`src/hw/rtl/maps_pkg.sv`:
```
// Shared constants for the moving-average percent scaler.
// Holds the field widths, the percent mapping constants and parameter defaults.
// No dependencies; every other file of the block but maps_cell imports it.
package maps_pkg;

    // Widths of the channel fields.
    localparam int SAMPLE_W  = 10;
    localparam int PERCENT_W = 7;

    // Defaults for the top-level parameters.
    localparam int SAMPLE_COUNT_DEF = 8;
    localparam int SAMPLE_BITS_DEF  = 10;

    // Percent mapping: (avg - MAP_LOW) * PCT_MAX / (MAP_HIGH - MAP_LOW), clamped.
    localparam int MAP_LOW  = 10;
    localparam int MAP_HIGH = 1013;
    localparam int PCT_MAX  = 100;
    localparam int MAP_SPAN = MAP_HIGH - MAP_LOW;

    // Width of the clamped offset and of the offset times PCT_MAX.
    localparam int SPAN_W  = $clog2(MAP_SPAN + 1);
    localparam int PCT_X_W = $clog2(MAP_SPAN * PCT_MAX + 1);

    // Division by MAP_SPAN as a multiply by a rounded-up reciprocal. With a
    // dividend below 2**PCT_X_W the rounding error stays below one step.
    localparam int PCT_SHIFT  = PCT_X_W + SPAN_W;
    localparam int PCT_RECIP_W = PCT_SHIFT - SPAN_W + 2;
    localparam logic [PCT_RECIP_W-1:0] PCT_RECIP =
        PCT_RECIP_W'(((64'd1 << PCT_SHIFT) + 64'(MAP_SPAN) - 64'd1) / 64'(MAP_SPAN));
    localparam int PCT_PROD_W = PCT_X_W + PCT_RECIP_W;

endpackage

```
`src/hw/rtl/maps_in_if.sv`:
```
// Sample channel of the moving-average percent scaler.
// Carries one converter sample and its priming flag per item.
// Depends on maps_pkg for the field width.
interface maps_in_if;
    import maps_pkg::*;

    logic                valid;
    logic                ready;
    logic [SAMPLE_W-1:0] sample;
    logic                prime;

    modport source (output valid, output sample, output prime, input ready);
    modport sink   (input valid, input sample, input prime, output ready);

endinterface

```
`src/hw/rtl/maps_out_if.sv`:
```
// Result channel of the moving-average percent scaler.
// Carries one percent value per item.
// Depends on maps_pkg for the field width.
interface maps_out_if;
    import maps_pkg::*;

    logic                 valid;
    logic                 ready;
    logic [PERCENT_W-1:0] percent;

    modport source (output valid, output percent, input ready);
    modport sink   (input valid, input percent, output ready);

endinterface

```
`src/hw/rtl/maps_cell.sv`:
```
// One cell of the sample delay line.
// Holds one sample and passes it to the next cell whenever the line shifts.
// No package dependencies.
module maps_cell #(
    parameter int WIDTH = 10
) (
    input  logic             clk,
    input  logic             rst_n,
    input  logic             shift,
    input  logic [WIDTH-1:0] d,
    output logic [WIDTH-1:0] q
);

    logic [WIDTH-1:0] value_reg;
    logic [WIDTH-1:0] value_next;

    // Take the neighbor's sample on a shift, otherwise hold.
    always_comb
    begin
        value_next = value_reg;
        if (shift)
        begin
            value_next = d;
        end
    end

    // The delay line starts out as all zeros.
    always_ff @(posedge clk or negedge rst_n)
    begin
        if (!rst_n)
        begin
            value_reg <= '0;
        end
        else
        begin
            value_reg <= value_next;
        end
    end

    assign q = value_reg;

endmodule

```
`src/hw/rtl/maps_scaler.sv`:
```
// Four-stage pipeline from running total to clamped percent.
// Stages: total, average, scaled offset, percent (the output register).
// Depends on maps_pkg and maps_out_if.
module maps_scaler #(
    parameter int SAMPLE_COUNT = maps_pkg::SAMPLE_COUNT_DEF,
    parameter int SAMPLE_BITS  = maps_pkg::SAMPLE_BITS_DEF,
    parameter int TOTAL_W      = SAMPLE_BITS + $clog2(SAMPLE_COUNT)
) (
    input  logic               clk,
    input  logic               rst_n,
    input  logic               load_valid,
    output logic               load_ready,
    input  logic [TOTAL_W-1:0] load_total,
    maps_out_if.source         out
);
    import maps_pkg::*;

    // Division by SAMPLE_COUNT as a multiply by a rounded-up reciprocal.
    localparam int AVG_SHIFT   = TOTAL_W + $clog2(SAMPLE_COUNT);
    localparam int AVG_RECIP_W = AVG_SHIFT + 1;
    localparam int AVG_PROD_W  = TOTAL_W + AVG_RECIP_W;
    localparam logic [AVG_RECIP_W-1:0] AVG_RECIP =
        AVG_RECIP_W'(((64'd1 << AVG_SHIFT) + 64'(SAMPLE_COUNT) - 64'd1) / 64'(SAMPLE_COUNT));

    // Stage valids and data.
    logic v1_reg, v2_reg, v3_reg, v4_reg;
    logic v1_next, v2_next, v3_next, v4_next;
    logic [TOTAL_W-1:0]     total_reg, total_next;
    logic [SAMPLE_BITS-1:0] avg_reg, avg_next;
    logic [PCT_X_W-1:0]     x_reg, x_next;
    logic [PERCENT_W-1:0]   pct_reg, pct_next;

    logic ready1, ready2, ready3, ready4;
    logic [AVG_PROD_W-1:0] avg_prod;
    logic [PCT_X_W-1:0]    avg_ext;
    logic [SPAN_W-1:0]     offset;
    logic [PCT_PROD_W-1:0] pct_prod;

    // A stage takes new data when it is empty or its content moves on.
    assign ready4 = !v4_reg || out.ready;
    assign ready3 = !v3_reg || ready4;
    assign ready2 = !v2_reg || ready3;
    assign ready1 = !v1_reg || ready2;
    assign load_ready = ready1;

    // Average: total times the reciprocal, upper bits.
    assign avg_prod = AVG_PROD_W'(total_reg) * AVG_PROD_W'(AVG_RECIP);

    // Clamp the average into the mapped span and scale the offset by PCT_MAX.
    assign avg_ext = PCT_X_W'(avg_reg);
    always_comb
    begin
        if (avg_ext <= PCT_X_W'(MAP_LOW))
        begin
            offset = '0;
        end
        else if (avg_ext >= PCT_X_W'(MAP_HIGH))
        begin
            offset = SPAN_W'(MAP_SPAN);
        end
        else
        begin
            offset = SPAN_W'(avg_ext - PCT_X_W'(MAP_LOW));
        end
    end

    // Percent: scaled offset divided by the span through its reciprocal.
    assign pct_prod = PCT_PROD_W'(x_reg) * PCT_PROD_W'(PCT_RECIP);

    // Next-state logic for all stages.
    always_comb
    begin
        v1_next    = v1_reg;
        v2_next    = v2_reg;
        v3_next    = v3_reg;
        v4_next    = v4_reg;
        total_next = total_reg;
        avg_next   = avg_reg;
        x_next     = x_reg;
        pct_next   = pct_reg;
        if (ready1)
        begin
            v1_next    = load_valid;
            total_next = load_total;
        end
        if (ready2)
        begin
            v2_next  = v1_reg;
            avg_next = avg_prod[AVG_SHIFT +: SAMPLE_BITS];
        end
        if (ready3)
        begin
            v3_next = v2_reg;
            x_next  = PCT_X_W'(PCT_X_W'(offset) * PCT_X_W'(PCT_MAX));
        end
        if (ready4)
        begin
            v4_next  = v3_reg;
            pct_next = pct_prod[PCT_SHIFT +: PERCENT_W];
        end
    end

    // Stage valids clear at reset.
    always_ff @(posedge clk or negedge rst_n)
    begin
        if (!rst_n)
        begin
            v1_reg <= 1'b0;
            v2_reg <= 1'b0;
            v3_reg <= 1'b0;
            v4_reg <= 1'b0;
        end
        else
        begin
            v1_reg <= v1_next;
            v2_reg <= v2_next;
            v3_reg <= v3_next;
            v4_reg <= v4_next;
        end
    end

    // Stage data needs no reset.
    always_ff @(posedge clk)
    begin
        total_reg <= total_next;
        avg_reg   <= avg_next;
        x_reg     <= x_next;
        pct_reg   <= pct_next;
    end

    assign out.valid   = v4_reg;
    assign out.percent = pct_reg;

    // The percent leaving the block never exceeds the top of the scale.
    a_pct_range: assert property (@(posedge clk) disable iff (!rst_n)
        v4_reg |-> pct_reg <= PERCENT_W'(PCT_MAX))
        else $error("percent above full scale");

    // The scaled offset never exceeds the clamped span times PCT_MAX.
    a_x_range: assert property (@(posedge clk) disable iff (!rst_n)
        v3_reg |-> x_reg <= PCT_X_W'(MAP_SPAN * PCT_MAX))
        else $error("scaled offset out of range");

    // While the output stalls, a waiting item in the stage before it is kept.
    a_stall_hold: assert property (@(posedge clk) disable iff (!rst_n)
        (v3_reg && v4_reg && !out.ready) |=> (v3_reg && $stable(x_reg)))
        else $error("stalled item lost behind the output register");

endmodule

```
`src/hw/rtl/moving_average_percent_scaler.sv`:
```
// Top level of the moving-average percent scaler.
// A delay line of maps_cell instances holds the window; maps_scaler maps the total.
// Depends on maps_pkg, maps_in_if, maps_out_if, maps_cell and maps_scaler.
//
// Usage:
//   samples: one converter reading per item. With prime set the reading only
//            enters the window and no result follows; otherwise one result does.
//   results: the window average mapped to 0..100 percent, in input order.
//   Both channels move an item when valid and ready are high at a clock edge.
// Pipeline: a result passes through four registers (total, average, scaled
//   offset and output register), loaded in that order, the first by the edge
//   that takes the sample.
// Throughput: one item per cycle while results are taken. The window update
//   lands with each taken sample: the running total drops the sample leaving
//   the last cell and adds the new one, every cell passing its sample on.
// Reset: all cells and the running total clear to zero, the pipeline empties.
// Stall: while results are not taken the four stages keep filling; samples
//   stay accepted until every stage holds an item, then ready drops. Priming
//   items wait on the same ready.
module moving_average_percent_scaler #(
    parameter int SAMPLE_COUNT = maps_pkg::SAMPLE_COUNT_DEF,
    parameter int SAMPLE_BITS  = maps_pkg::SAMPLE_BITS_DEF
) (
    input  logic       clk,
    input  logic       rst_n,
    maps_in_if.sink    samples,
    maps_out_if.source results
);
    import maps_pkg::*;

    localparam int TOTAL_W = SAMPLE_BITS + $clog2(SAMPLE_COUNT);
    localparam logic [TOTAL_W-1:0] TOTAL_MAX =
        TOTAL_W'(SAMPLE_COUNT * ((1 << SAMPLE_BITS) - 1));

    logic                   accept;
    logic                   scl_ready;
    logic [SAMPLE_BITS-1:0] value;
    logic [SAMPLE_BITS-1:0] tap [SAMPLE_COUNT+1];
    logic [TOTAL_W-1:0]     total_reg;
    logic [TOTAL_W-1:0]     total_next;

    assign samples.ready = scl_ready;
    assign accept        = samples.valid && scl_ready;

    // Only the low SAMPLE_BITS of a reading count.
    assign value  = SAMPLE_BITS'(samples.sample);
    assign tap[0] = value;

    // Delay line: the last cell always holds the oldest sample of the window.
    for (genvar i = 0; i < SAMPLE_COUNT; i++)
    begin : g_cell
        maps_cell #(
            .WIDTH (SAMPLE_BITS)
        ) u_cell (
            .clk   (clk),
            .rst_n (rst_n),
            .shift (accept),
            .d     (tap[i]),
            .q     (tap[i+1])
        );
    end

    // Running total: the oldest sample leaves, the new one joins.
    always_comb
    begin
        total_next = total_reg;
        if (accept)
        begin
            total_next = total_reg + TOTAL_W'(value) - TOTAL_W'(tap[SAMPLE_COUNT]);
        end
    end

    always_ff @(posedge clk or negedge rst_n)
    begin
        if (!rst_n)
        begin
            total_reg <= '0;
        end
        else
        begin
            total_reg <= total_next;
        end
    end

    // Normal samples carry the new total into the scaling pipeline.
    maps_scaler #(
        .SAMPLE_COUNT (SAMPLE_COUNT),
        .SAMPLE_BITS  (SAMPLE_BITS),
        .TOTAL_W      (TOTAL_W)
    ) u_scaler (
        .clk        (clk),
        .rst_n      (rst_n),
        .load_valid (samples.valid && !samples.prime),
        .load_ready (scl_ready),
        .load_total (total_next),
        .out        (results)
    );

    // The total never exceeds a full window of largest samples.
    a_total_bound: assert property (@(posedge clk) disable iff (!rst_n)
        total_reg <= TOTAL_MAX)
        else $error("running total exceeds a full window");

endmodule

```
`src/flat_wrapper.sv`:
```
// flat-port wrapper written by rule: the top's interface ports become plain ports
module moving_average_percent_scaler_flat import maps_pkg::*;
#(
    parameter int SAMPLE_COUNT = maps_pkg::SAMPLE_COUNT_DEF,
    parameter int SAMPLE_BITS  = maps_pkg::SAMPLE_BITS_DEF
)
  (clk, rst_n, samples_valid, samples_sample, samples_prime, samples_ready, results_valid, results_percent, results_ready);
  maps_in_if samples_i ();
  maps_out_if results_i ();
  input  logic clk;
  input  logic rst_n;
  input wire logic [$bits(samples_i.valid)-1:0] samples_valid;
  input wire logic [$bits(samples_i.sample)-1:0] samples_sample;
  input wire logic [$bits(samples_i.prime)-1:0] samples_prime;
  output wire logic [$bits(samples_i.ready)-1:0] samples_ready;
  output wire logic [$bits(results_i.valid)-1:0] results_valid;
  output wire logic [$bits(results_i.percent)-1:0] results_percent;
  input wire logic [$bits(results_i.ready)-1:0] results_ready;
  assign samples_i.valid = samples_valid;
  assign samples_i.sample = samples_sample;
  assign samples_i.prime = samples_prime;
  assign samples_ready = samples_i.ready;
  assign results_valid = results_i.valid;
  assign results_percent = results_i.percent;
  assign results_i.ready = results_ready;
  moving_average_percent_scaler #(.SAMPLE_COUNT(SAMPLE_COUNT), .SAMPLE_BITS(SAMPLE_BITS)) u_core (.clk(clk), .rst_n(rst_n), .samples(samples_i), .results(results_i));
endmodule
```
`config.mk`:
```
export PLATFORM = sky130hd
export DESIGN_NAME = moving_average_percent_scaler_flat
export DESIGN_NICKNAME = d
export VERILOG_FILES = /design/src/hw/rtl/maps_pkg.sv /design/src/hw/rtl/maps_in_if.sv /design/src/hw/rtl/maps_out_if.sv /design/src/hw/rtl/maps_cell.sv /design/src/hw/rtl/maps_scaler.sv /design/src/hw/rtl/moving_average_percent_scaler.sv /design/src/flat_wrapper.sv
export SDC_FILE = /design/constraint.sdc
export NUM_CORES = 1
export LEC_CHECK = 0
export ABC_AREA = 1
export BUFFER_PORTS_ARGS = -buffer_cell sky130_fd_sc_hd__clkbuf_2
export CAP_MARGIN = 20
export CORE_MARGIN = 4
export CORE_UTILIZATION = 35
export DETAILED_ROUTE_END_ITERATION = 7
export GPL_ROUTABILITY_DRIVEN = 1
export HOLD_SLACK_MARGIN = 0.03
export SYNTH_ARGS = -nofsm -noshare
export SYNTH_HDL_FRONTEND = slang
export SYNTH_SLANG_ARGS = --single-unit
export TNS_END_PERCENT = 1
```
`constraint.sdc`:
```
create_clock -name clk -period 5.24 [get_ports clk]
set_clock_uncertainty 0.05 [all_clocks]
set_input_delay 0.262 -clock clk [delete_from_list [all_inputs] [get_ports clk]]
set_output_delay 0.262 -clock clk [all_outputs]
set_load 0.005 [all_outputs]
```
==> results of run 1 <==
stage by stage:
step	cell area, um2	setup WS, ns
final	12200	0.365
after global routing	12200	0.0316
after CTS	12200	0.307
after detailed placement	11600	0.290
after global placement	11600	0.396
after floorplan	11000	0.537
final timing paths:
check | startpoint | cells after the start | to | slack, ns
hold / removal | samples_valid | 3 | u_core.u_scaler.v1_reg | 0.07
hold reg to reg | u_core.u_scaler.total_reg[10] | 0 | u_core.u_scaler.avg_reg[7] | 0.36
max in group asynchronous | rst_n | 3 | u_core.total_reg[9] | 3.72
setup reg to reg | u_core.u_scaler.x_reg[14] | 19 | u_core.u_scaler.out.percent[5] | 0.37
min in group asynchronous | rst_n | 2 | u_core.g_cell[3].u_cell.q[2] | 0.35
setup / recovery | u_core.u_scaler.x_reg[14] | 19 | u_core.u_scaler.out.percent[5] | 0.37
per-layer routing:
metal / routed length, um / global-route usage (%) / vias up
met3: 649 / 1.77 / 30
met5: 0 / 0 / -
met2: 10800 / 24.4 / 125
met4: 418 / 4.08 / 0
li1: - / - / 3980
met1: 10700 / 18.7 / 3739
kinds of logic after synthesis:
logic type	synth area share [%]
AND/OR/NAND/NOR	17.0
buffers and inverters	9.26
adder cells (fa/ha/maj)	32.6
flip-flops	33.5
AO/OA/AOI/OAI	6.01
XOR/XNOR	1.51
tightest hold or removal path: stages:
cell      delay (ns)
clkbuf_2        0.11
inv_1           0.05
o21ai_0         0.08
final cells by class:
type	count	area, um2
Tap cell	396	495
Clock inverter	13	130
Inverter	245	922
Fill cell	3025	18600
Clock buffer	18	450
Multi-Input combinational cell	840	6300
Sequential cell	139	3690
Timing Repair Buffer	40	253
what timing repair did:
item	in CTS	in global routing
buffers inserted	0	4
hold buffers	3	0
endpoints found under the setup margin	0	1
resized for setup	0	0
endpoints found under the hold margin	51	0
placed cells by master, fill, tap and decap left out, types with 2 or more instances in the layout:
cell type / n
edfxtp_1: 42
a31oi_1: 3
nor3_1: 7
nand2_2: 5
inv_8: 2
nor2_2: 2
inv_6: 5
nand4_1: 10
inv_1: 239
fa_1: 80
o21ai_0: 65
o21bai_1: 5
clkbuf_2: 22
dfrtp_1: 97
a21oi_1: 40
nand3_2: 2
nor2_1: 48
nand2_1: 340
or2_2: 3
clkbuf_16: 18
inv_4: 3
xor2_1: 10
nor4_1: 3
xnor2_1: 9
ha_1: 159
o21a_1: 2
a21o_1: 2
inv_2: 5
buf_4: 15
nand3_1: 36
dlygate4sd3_1: 3
==> summary.txt, run 1 <==
Setup path
  – Slowest stage cell on the critical path: fa_1
  – Largest delay share family, worst path: adder cells
  – Critical Setup Path Class: flip-flop to flip-flop
  – Element type at the critical path end: flip-flop
  – Required arrival time at the worst endpoint: 5.38 ns
  – Data arrival time of the critical path: 5.02 ns
  – Worst Setup Start Kind: flip-flop
  – Crit Path Max Fanout: 5
  – Cell with the most instances on the worst path: nand2_1
  – Maximum cell stage delay along the critical path: 0.56 ns
  – Cell breakdown of the critical path: fa_1 -> inv_1 -> fa_1 -> fa_1 -> fa_1 -> inv_1 -> fa_1 -> ha_1 -> ha_1 -> nand2_1 -> inv_1 -> nand2_1 -> nand2_1 -> nand2_1 -> nand2_1 -> a21oi_1 -> nand2_1 -> nand2_1 -> nand2_1
  – Buffers plus inverters on the worst setup path: 3

Cells and area
  – Area grow syn2layout: 11.2%
  – Cell Count, Final, Fillers Out: 1691
  – Number of flip-flops under the largest register name: 80
  – Share of the core filled with cells: 39.7%
  – NumNets Final: 1537
  – Antenna Cells: 0
  – Fraction of layout instances using a drive strength above 1: 7.03%

Detailed routing
  – Antenna Nets Post-Route: 0
  – Via count: 7874
  – Initial drt markers: 335
  – Wire length after detailed routing: 22600 um
  – DR pass1 iterations: 5
  – Via-to-Cell Ratio: 4.66
  – DRC errors left: 0
  – Average detailed-routed wire length per instance: 13.4 um

Logic synthesis
  – Main synth FF type: dfrtp_1
  – Area of the mapped netlist: 11000 um2
  – Number of cells produced by synthesis: 1243
  – Syn_nets: 1497
  – Cell with the most instances after synthesis: nand2_1
  – Number of distinct library cell variants in the gate-level netlist after synthesis: 36
  – Avg Synthesized Cell Area: 8.85 um2
  – Sequential fraction of the synthesis area: 33.5%
  – Most frequent cells after synthesis: 340 x nand2_1, 239 x inv_1, 159 x ha_1, 97 x dfrtp_1, 80 x fa_1
  – Synth top area share: 22.1%
  – Cell taking the most area after synthesis: dfrtp_1
  – Proportion of synthesized flip-flops having asynchronous set or reset: 69.8%
  – Synthesized flop and latch total: 139
  – Top post-synthesis cells by area: dfrtp_1 22%, ha_1 18%, fa_1 15%
  – Number of enable-type register cells in the synthesized netlist: 42
  – Count of yosys warnings during synthesis: 0

STA
  – Relative slew margins: 49.5%
  – Number of hold violations in the final report: 0
  – Achievable clock frequency: 0.205 GHz
  – Final total negative setup slack: 0 ns
  – Final worst path period need: 4.87 ns
  – RSZ-0062 raised after global routing: false
  – Fraction of the cycle the final worst path needs: 93.0%
  – Max-slew violation total from the final report: 0
  – Finish-stage setup viols: 0
  – Worst hold slack after final layout: 0.0690 ns
  – Actual slew at the worst max-slew pin: 0.758 ns

Floorplan
  – Std cell rows: 64
  – Die Wd: 185 um
  – Effective utilization at floorplan: 35.7%
  – Vertical extent of the die: 185 um
  – Top-level I/O count: 24
  – Standard cell core area: 30800 um2
  – Die outline area: 34300 um2

CTS
  – Buffer depth of the longest clock path: 2
  – Max H-tree Level: 4
  – Number of clock sinks: 139
  – CTS Root Cell: clkbuf_16
  – Clock Latency Late Sink: 0.42 ns
  – TritonCTS Buffers: 17
  – Clock-pin transition on the worst setup and hold timing paths: 0.08 ns
  – Clock tree from TritonCTS: yes

Placed design
  – Half-perimeter wire length after placement: 17600 um
  – Count of placed standard cells including taps: 1653
  – Final weighted congestion in routability-driven placement: 0.893
  – Number of buffers inserted by port buffering: 23

Global routing
  – Initial antenna violation count: 0
  – Global-route usage over all layers: 14.1%
  – Number of global-route vias before repair: 8264
  – Wire length of the first global-routing pass: 39400 um
  – Total gr overflow: 0
  – Maximum number of pins on one net before global-route repair: 81

Flow run
  – Max-cap viol count: 0

Run status
  – Outcome: complete, no violations

Hold path
  – Class of the worst hold path: input pin to flip-flop
Power of run 1 is not shown: default switching activity piles up to over one toggle a cycle in this logic, so the estimate is an artifact.
==> run 2: changes to the inputs <==
ABC_AREA = 0   (was 1)
SLEW_MARGIN = 20   (was unset)
clock period = 4.85 ns   (was 5.24 ns; I/O delays follow)
==> summary.txt, run 2 <==
Run status
  – Outcome: finished with violations
  – Violations in the final reports: setup timing

Setup path
  – Element type at the critical path end: flip-flop
  – Cells on worst reg2reg path: 16
  – Required arrival time at the worst endpoint: 4.96 ns
  – Critical Setup Path Class: flip-flop to flip-flop
  – Crit Path Max Fanout: 3
  – Data arrival time of the critical path: 5.24 ns
  – Worst Setup Start Kind: flip-flop

Placed design
  – Final weighted congestion in routability-driven placement: 0.844
  – Count of placed standard cells including taps: 1343
  – Number of buffers inserted by port buffering: 23
  – Post-Place Worst Slack: -0.370 ns
  – Half-perimeter wire length after placement: 14800 um

Logic synthesis
  – Syn_nets: 1149
  – Number of distinct library cell variants in the gate-level netlist after synthesis: 53
  – Most frequent cells after synthesis: 176 x inv_1, 159 x ha_1, 97 x dfrtp_1, 80 x fa_1, 72 x mux2_2
  – Count of yosys warnings during synthesis: 0
  – Number of cells produced by synthesis: 895
  – Sequential fraction of the synthesis area: 35.6%
  – Area of the mapped netlist: 10400 um2
  – Avg Synthesized Cell Area: 11.6 um2
  – Proportion of synthesized flip-flops having asynchronous set or reset: 69.8%
  – Synthesized flop and latch total: 139
  – Synth top area share: 23.4%
  – Main synth FF type: dfrtp_1
  – Number of enable-type register cells in the synthesized netlist: 42
  – Cell with the most instances after synthesis: inv_1
  – Top post-synthesis cells by area: dfrtp_1 23%, ha_1 19%, fa_1 15%
  – Cell taking the most area after synthesis: dfrtp_1

CTS
  – Clock-pin transition on the worst setup and hold timing paths: 0.06 ns
  – CTS Root Cell: clkbuf_16
  – Max H-tree Level: 4
  – Clock Latency Late Sink: 0.41 ns
  – Clock tree from TritonCTS: yes
  – Buffer depth of the longest clock path: 2
  – Number of clock sinks: 139
  – TritonCTS Buffers: 17

Floorplan
  – Top-level I/O count: 24
  – Standard cell core area: 28900 um2
  – Std cell rows: 62
  – Effective utilization at floorplan: 35.8%
  – Die Wd: 180 um
  – Vertical extent of the die: 180 um
  – Die outline area: 32400 um2

STA
  – Final worst path period need: 5.13 ns
  – Actual slew at the worst max-slew pin: 0.721 ns
  – RSZ-0062 raised after global routing: true
  – Setup slack of the critical path after layout: -0.281 ns
  – Finish-stage setup viols: 7
  – Achievable clock frequency: 0.195 GHz
  – Number of hold violations in the final report: 0
  – Relative slew margins: 51.8%
  – Max-slew violation total from the final report: 0
  – Fraction of the cycle the final worst path needs: 106%

Detailed routing
  – DR pass1 iterations: 4
  – Via count: 6449
  – Wire length after detailed routing: 18200 um
  – Initial drt markers: 180
  – Via-to-Cell Ratio: 4.67
  – DRC errors left: 0
  – Average detailed-routed wire length per instance: 13.2 um
  – Antenna Nets Post-Route: 0

Flow run
  – Max-cap viol count: 0

Cells and area
  – NumNets Final: 1239
  – Number of flip-flops under the largest register name: 80
  – Antenna Cells: 0
  – Share of the core filled with cells: 41.8%
  – Commonest non-fill, non-tap cell in the layout: inv_1
  – Leading cell types in the layout, fill and taps excluded: 175 x inv_1, 154 x ha_1, 97 x dfrtp_1
  – Cell Count, Final, Fillers Out: 1382
  – Area grow syn2layout: 16.7%
  – Fraction of layout instances using a drive strength above 1: 21.8%

Hold path
  – Hold-critical path depth: 2
  – Class of the worst hold path: input pin to flip-flop

Global routing
  – Wire length of the first global-routing pass: 31600 um
  – Number of global-route vias before repair: 6698
  – Global-route usage over all layers: 11.6%
  – Maximum number of pins on one net before global-route repair: 89
  – Total gr overflow: 0
  – Initial antenna violation count: 0
## run 2: cells by family (layout without fill, tap and decap cells)
kind of cell,after synthesis,in the layout,synth area share [%]
adders and majority gates,239,239,34.6
buffers and inverters,188,291,6.92
DFF,139,139,35.6
and+or+nand+nor,119,119,5.64
AOI/OAI and AO/OA,108,108,6.81
muxes,75,75,8.11
xor gates and xnor gates,27,27,2.28
## run 2: repair_timing
item,4_1_cts,5_1_grt
setup endpoints to repair,7,8
pin swaps,14,8
buffers inserted,5,0
hold buffers,2,0
endpoints found under the hold margin,53,0
resized for setup,20,2
## run 2: layer usage
| layer | vias to the layer above | track usage (%) | routed length [um] |
|---|---|---|---|
| li1 | 3209 | - | - |
| met1 | 3152 | 15.4 | 8610 |
| met2 | 72 | 19.8 | 8910 |
| met3 | 16 | 2.14 | 458 |
| met4 | 0 | 2.90 | 242 |
| met5 | - | 0 | 0 |
## run 2: stage by stage
stage | instance area (um2) | setup TNS, ns | hold WS, ns
2_1_floorplan | 10400 | -0.361 | -0.103
3_3_place_gp | 11400 | -1.48 | 0.269
3_5_place_dp | 11400 | -1.86 | 0.273
4_1_cts | 12100 | -1.26 | 0.0537
5_1_grt | 12100 | -2.55 | 0.0618
6_report | 12100 | -1.34 | 0.0632
## run 2: path summary, 6_finish.rpt
path,to,slack (ns),from
max reg2reg,u_core.u_scaler.out.percent[4],-0.28,u_core.u_scaler.x_reg[15]
min reg2reg,u_core.u_scaler.avg_reg[9],0.37,u_core.u_scaler.total_reg[12]
min in group asynchronous,u_core.g_cell[2].u_cell.q[8],0.35,rst_n
min,u_core.g_cell[0].u_cell.q[0],0.06,samples_sample[0]
max in group asynchronous,u_core.g_cell[4].u_cell.q[5],3.38,rst_n
max,u_core.u_scaler.out.percent[4],-0.28,u_core.u_scaler.x_reg[15]
## run 2: area by class of cell
class / instances / area (um2)
timing repair buffer: 83 / 586
tap: 384 / 480
clock buffer: 18 / 450
fill: 2735 / 16800
inverter: 176 / 661
sequential: 139 / 3690
multi-input combinational: 568 / 6110
clock inverter: 14 / 119
## run 2: critical path: stages (launching register included)
cell,delay [ns]
edfxtp_1,0.45
fa_2,0.60
inv_2,0.04
fa_2,0.56
fa_1,0.43
fa_1,0.49
inv_1,0.05
fa_1,0.52
ha_4,0.21
ha_4,0.26
nand4_1,0.17
buf_4,0.21
nor4_4,0.26
a211oi_2,0.11
o211ai_2,0.26
or4_1,0.15
nand3_1,0.07
Power of run 2 is left out for the same reason.
==> run 3: changes to the inputs <==
CORE_MARGIN = unset   (was 4)
==> summary.txt, run 3 (synthesis results as in run 2) <==
Detailed routing
  – Length of routed met3 wiring: 339 um
  – M1 wire length: 8580 um
  – Wire length after detailed routing: 18200 um
  – Average detailed-routed wire length per instance: 13.1 um
  – DRC errors left: 0
  – Uppermost signal routing layer after detailed routing: met4
  – Via count: 6461
  – Antenna Nets Post-Route: 0
  – Via-to-Cell Ratio: 4.68
  – Initial drt markers: 225
  – DR pass1 iterations: 5
  – Detailed route wirelength on metal2: 9030 um

Hold path
  – Hold-critical path depth: 3
  – Class of the worst hold path: input pin to flip-flop
  – HP Start: samples_sample[7]
  – Hold endpoint: u_core.g_cell[0].u_cell.q[7]

CTS
  – Clock-pin transition on the worst setup and hold timing paths: 0.07 ns
  – Clock Latency Late Sink: 0.42 ns
  – Clock tree from TritonCTS: yes
  – Number of clock sinks: 139
  – Max H-tree Level: 4
  – CTS Root Cell: clkbuf_16
  – TritonCTS Buffers: 17
  – Buffer depth of the longest clock path: 2

STA
  – Actual slew at the worst max-slew pin: 0.752 ns
  – Fraction of the cycle the final worst path needs: 104%
  – Relative slew margins: 49.7%
  – Final total negative setup slack: -0.955 ns
  – Max-slew violation total from the final report: 0
  – Final worst path period need: 5.07 ns
  – Achievable clock frequency: 0.197 GHz
  – RSZ-0062 raised after global routing: true
  – Number of hold violations in the final report: 0
  – Finish-stage setup viols: 6
  – Setup slack of the critical path after layout: -0.218 ns

Cells and area
  – Antenna Cells: 0
  – Commonest non-fill, non-tap cell in the layout: inv_1
  – Area grow syn2layout: 17.2%
  – Leading cell types in the layout, fill and taps excluded: 175 x inv_1, 154 x ha_1, 97 x dfrtp_1
  – NumNets Final: 1239
  – Number of flip-flops under the largest register name: 80
  – Fraction of layout instances using a drive strength above 1: 21.9%

Floorplan
  – Std cell rows: 62
  – Top-level I/O count: 24
  – Die outline area: 30300 um2
  – Die Wd: 174 um
  – Vertical extent of the die: 174 um
  – Standard cell core area: 28900 um2
  – Effective utilization at floorplan: 35.8%

Setup path
  – Cell with the most instances on the worst path: fa_1
  – Critical R2R Launch: u_core.u_scaler.x_reg[15]
  – Cells on worst reg2reg path: 16
  – Cell breakdown of the critical path: fa_2 -> inv_1 -> fa_1 -> fa_1 -> fa_1 -> inv_1 -> fa_1 -> ha_1 -> ha_1 -> nand4_1 -> buf_6 -> nor3_4 -> o311ai_2 -> a31oi_2 -> o21ai_2 -> xnor2_1
  – Element type at the critical path end: flip-flop
  – Data arrival time of the critical path: 5.19 ns
  – Critical Setup Path Class: flip-flop to flip-flop
  – Maximum cell stage delay along the critical path: 0.58 ns
  – Slowest stage cell on the critical path: fa_2
  – Reg2Reg Setup Slack: -0.22 ns
  – Worst Setup Start Kind: flip-flop
  – Worst reg2reg path endpoint: u_core.u_scaler.out.percent[6]
  – Crit Path Max Fanout: 7
  – Required arrival time at the worst endpoint: 4.98 ns

Global routing
  – Wire length of the first global-routing pass: 31500 um
  – Total gr overflow: 0
  – Global-route usage over all layers: 13.0%
  – Initial antenna violation count: 0
  – Number of global-route vias before repair: 6601
  – Maximum number of pins on one net before global-route repair: 80

Flow run
  – Max-cap viol count: 0

Placed design
  – Number of buffers inserted by port buffering: 23
  – Final weighted congestion in routability-driven placement: 0.816
  – Half-perimeter wire length after placement: 14600 um

Run status
  – Outcome: finished with violations
  – Violations in the final reports: setup timing
-- run 3: cell count changes in the layout (fill, tap and decap cells not counted), moves of 2 or more --
cell,before,now
o21ai_1,5,1
clkinv_8,0,3
inv_8,3,6
o21ai_2,0,3
buf_4,58,56
clkinv_2,2,0
inv_6,7,5
-- run 3: worst max-delay path by stage --
stage / startpoint / to / slack [ns] / cells past startpoint
6_report: u_core.u_scaler.x_reg[15] / u_core.u_scaler.out.percent[6] / -0.22 / 16
5_1_grt: u_core.u_scaler.x_reg[15] / u_core.u_scaler.out.percent[4] / -0.40 / 18
4_1_cts: u_core.u_scaler.x_reg[15] / u_core.u_scaler.out.percent[3] / -0.18 / 16
3_5_place_dp: u_core.u_scaler.x_reg[5] / u_core.u_scaler.out.percent[6] / -0.45 / 17
3_3_place_gp: u_core.u_scaler.x_reg[5] / u_core.u_scaler.out.percent[6] / -0.37 / 17
2_1_floorplan: u_core.u_scaler.x_reg[15] / u_core.u_scaler.out.percent[3] / -0.11 / 15
-- run 3: cell type report --
cell class                      instances  area (um2)
Timing Repair Buffer                   83         592
Inverter                              176         661
Fill cell                            2767       16800
Sequential cell                       139        3690
Clock buffer                           17         425
Clock inverter                         15         190
Multi-Input combinational cell        568        6110
Tap cell                              384         480
-- run 3: metrics by stage --
step / worst slack (ns) / instance area [um2] / util (%) / hold slack (ns) / cells
floorplan: -0.112 / 10400 / - / -0.103 / 895
global placement: -0.366 / 11300 / 39.2 / 0.275 / 1340
detailed placement: -0.453 / 11300 / 39.2 / 0.276 / 1340
CTS: -0.179 / 12100 / 41.9 / 0.0487 / 1382
global route: -0.400 / 12200 / 42.0 / 0.0694 / 1382
finish: -0.218 / 12200 / 42.0 / 0.0651 / 1382
-- run 3: per-layer routing --
metal  track usage (%)  vias to the layer above
met5                 0                        -
met4              3.91                        0
met3              1.99                       15
met2              22.1                       49
met1              17.0                     3191
li1                  -                     3206
-- run 3: critical path, delay by kind of cell (launching register included) --
family / cells / cell delay [ns]
buffers and inverters: 3 / 0.26
and+or+nand+nor: 2 / 0.29
DFF: 1 / 0.45
xor gates and xnor gates: 1 / 0.13
AOI/OAI and AO/OA: 3 / 0.61
adders and majority gates: 7 / 3.06
-- run 3: repair_timing --
item / in CTS / in global routing
endpoints found under the setup margin: 7 / 9
hold buffers: 3 / 0
buffers inserted: 7 / 0
endpoints found under the hold margin: 54 / 0
pin swaps: 10 / 4
gates cloned: 0 / 0
gates resized for setup: 20 / 4
Power of run 3 is left out for the same reason.
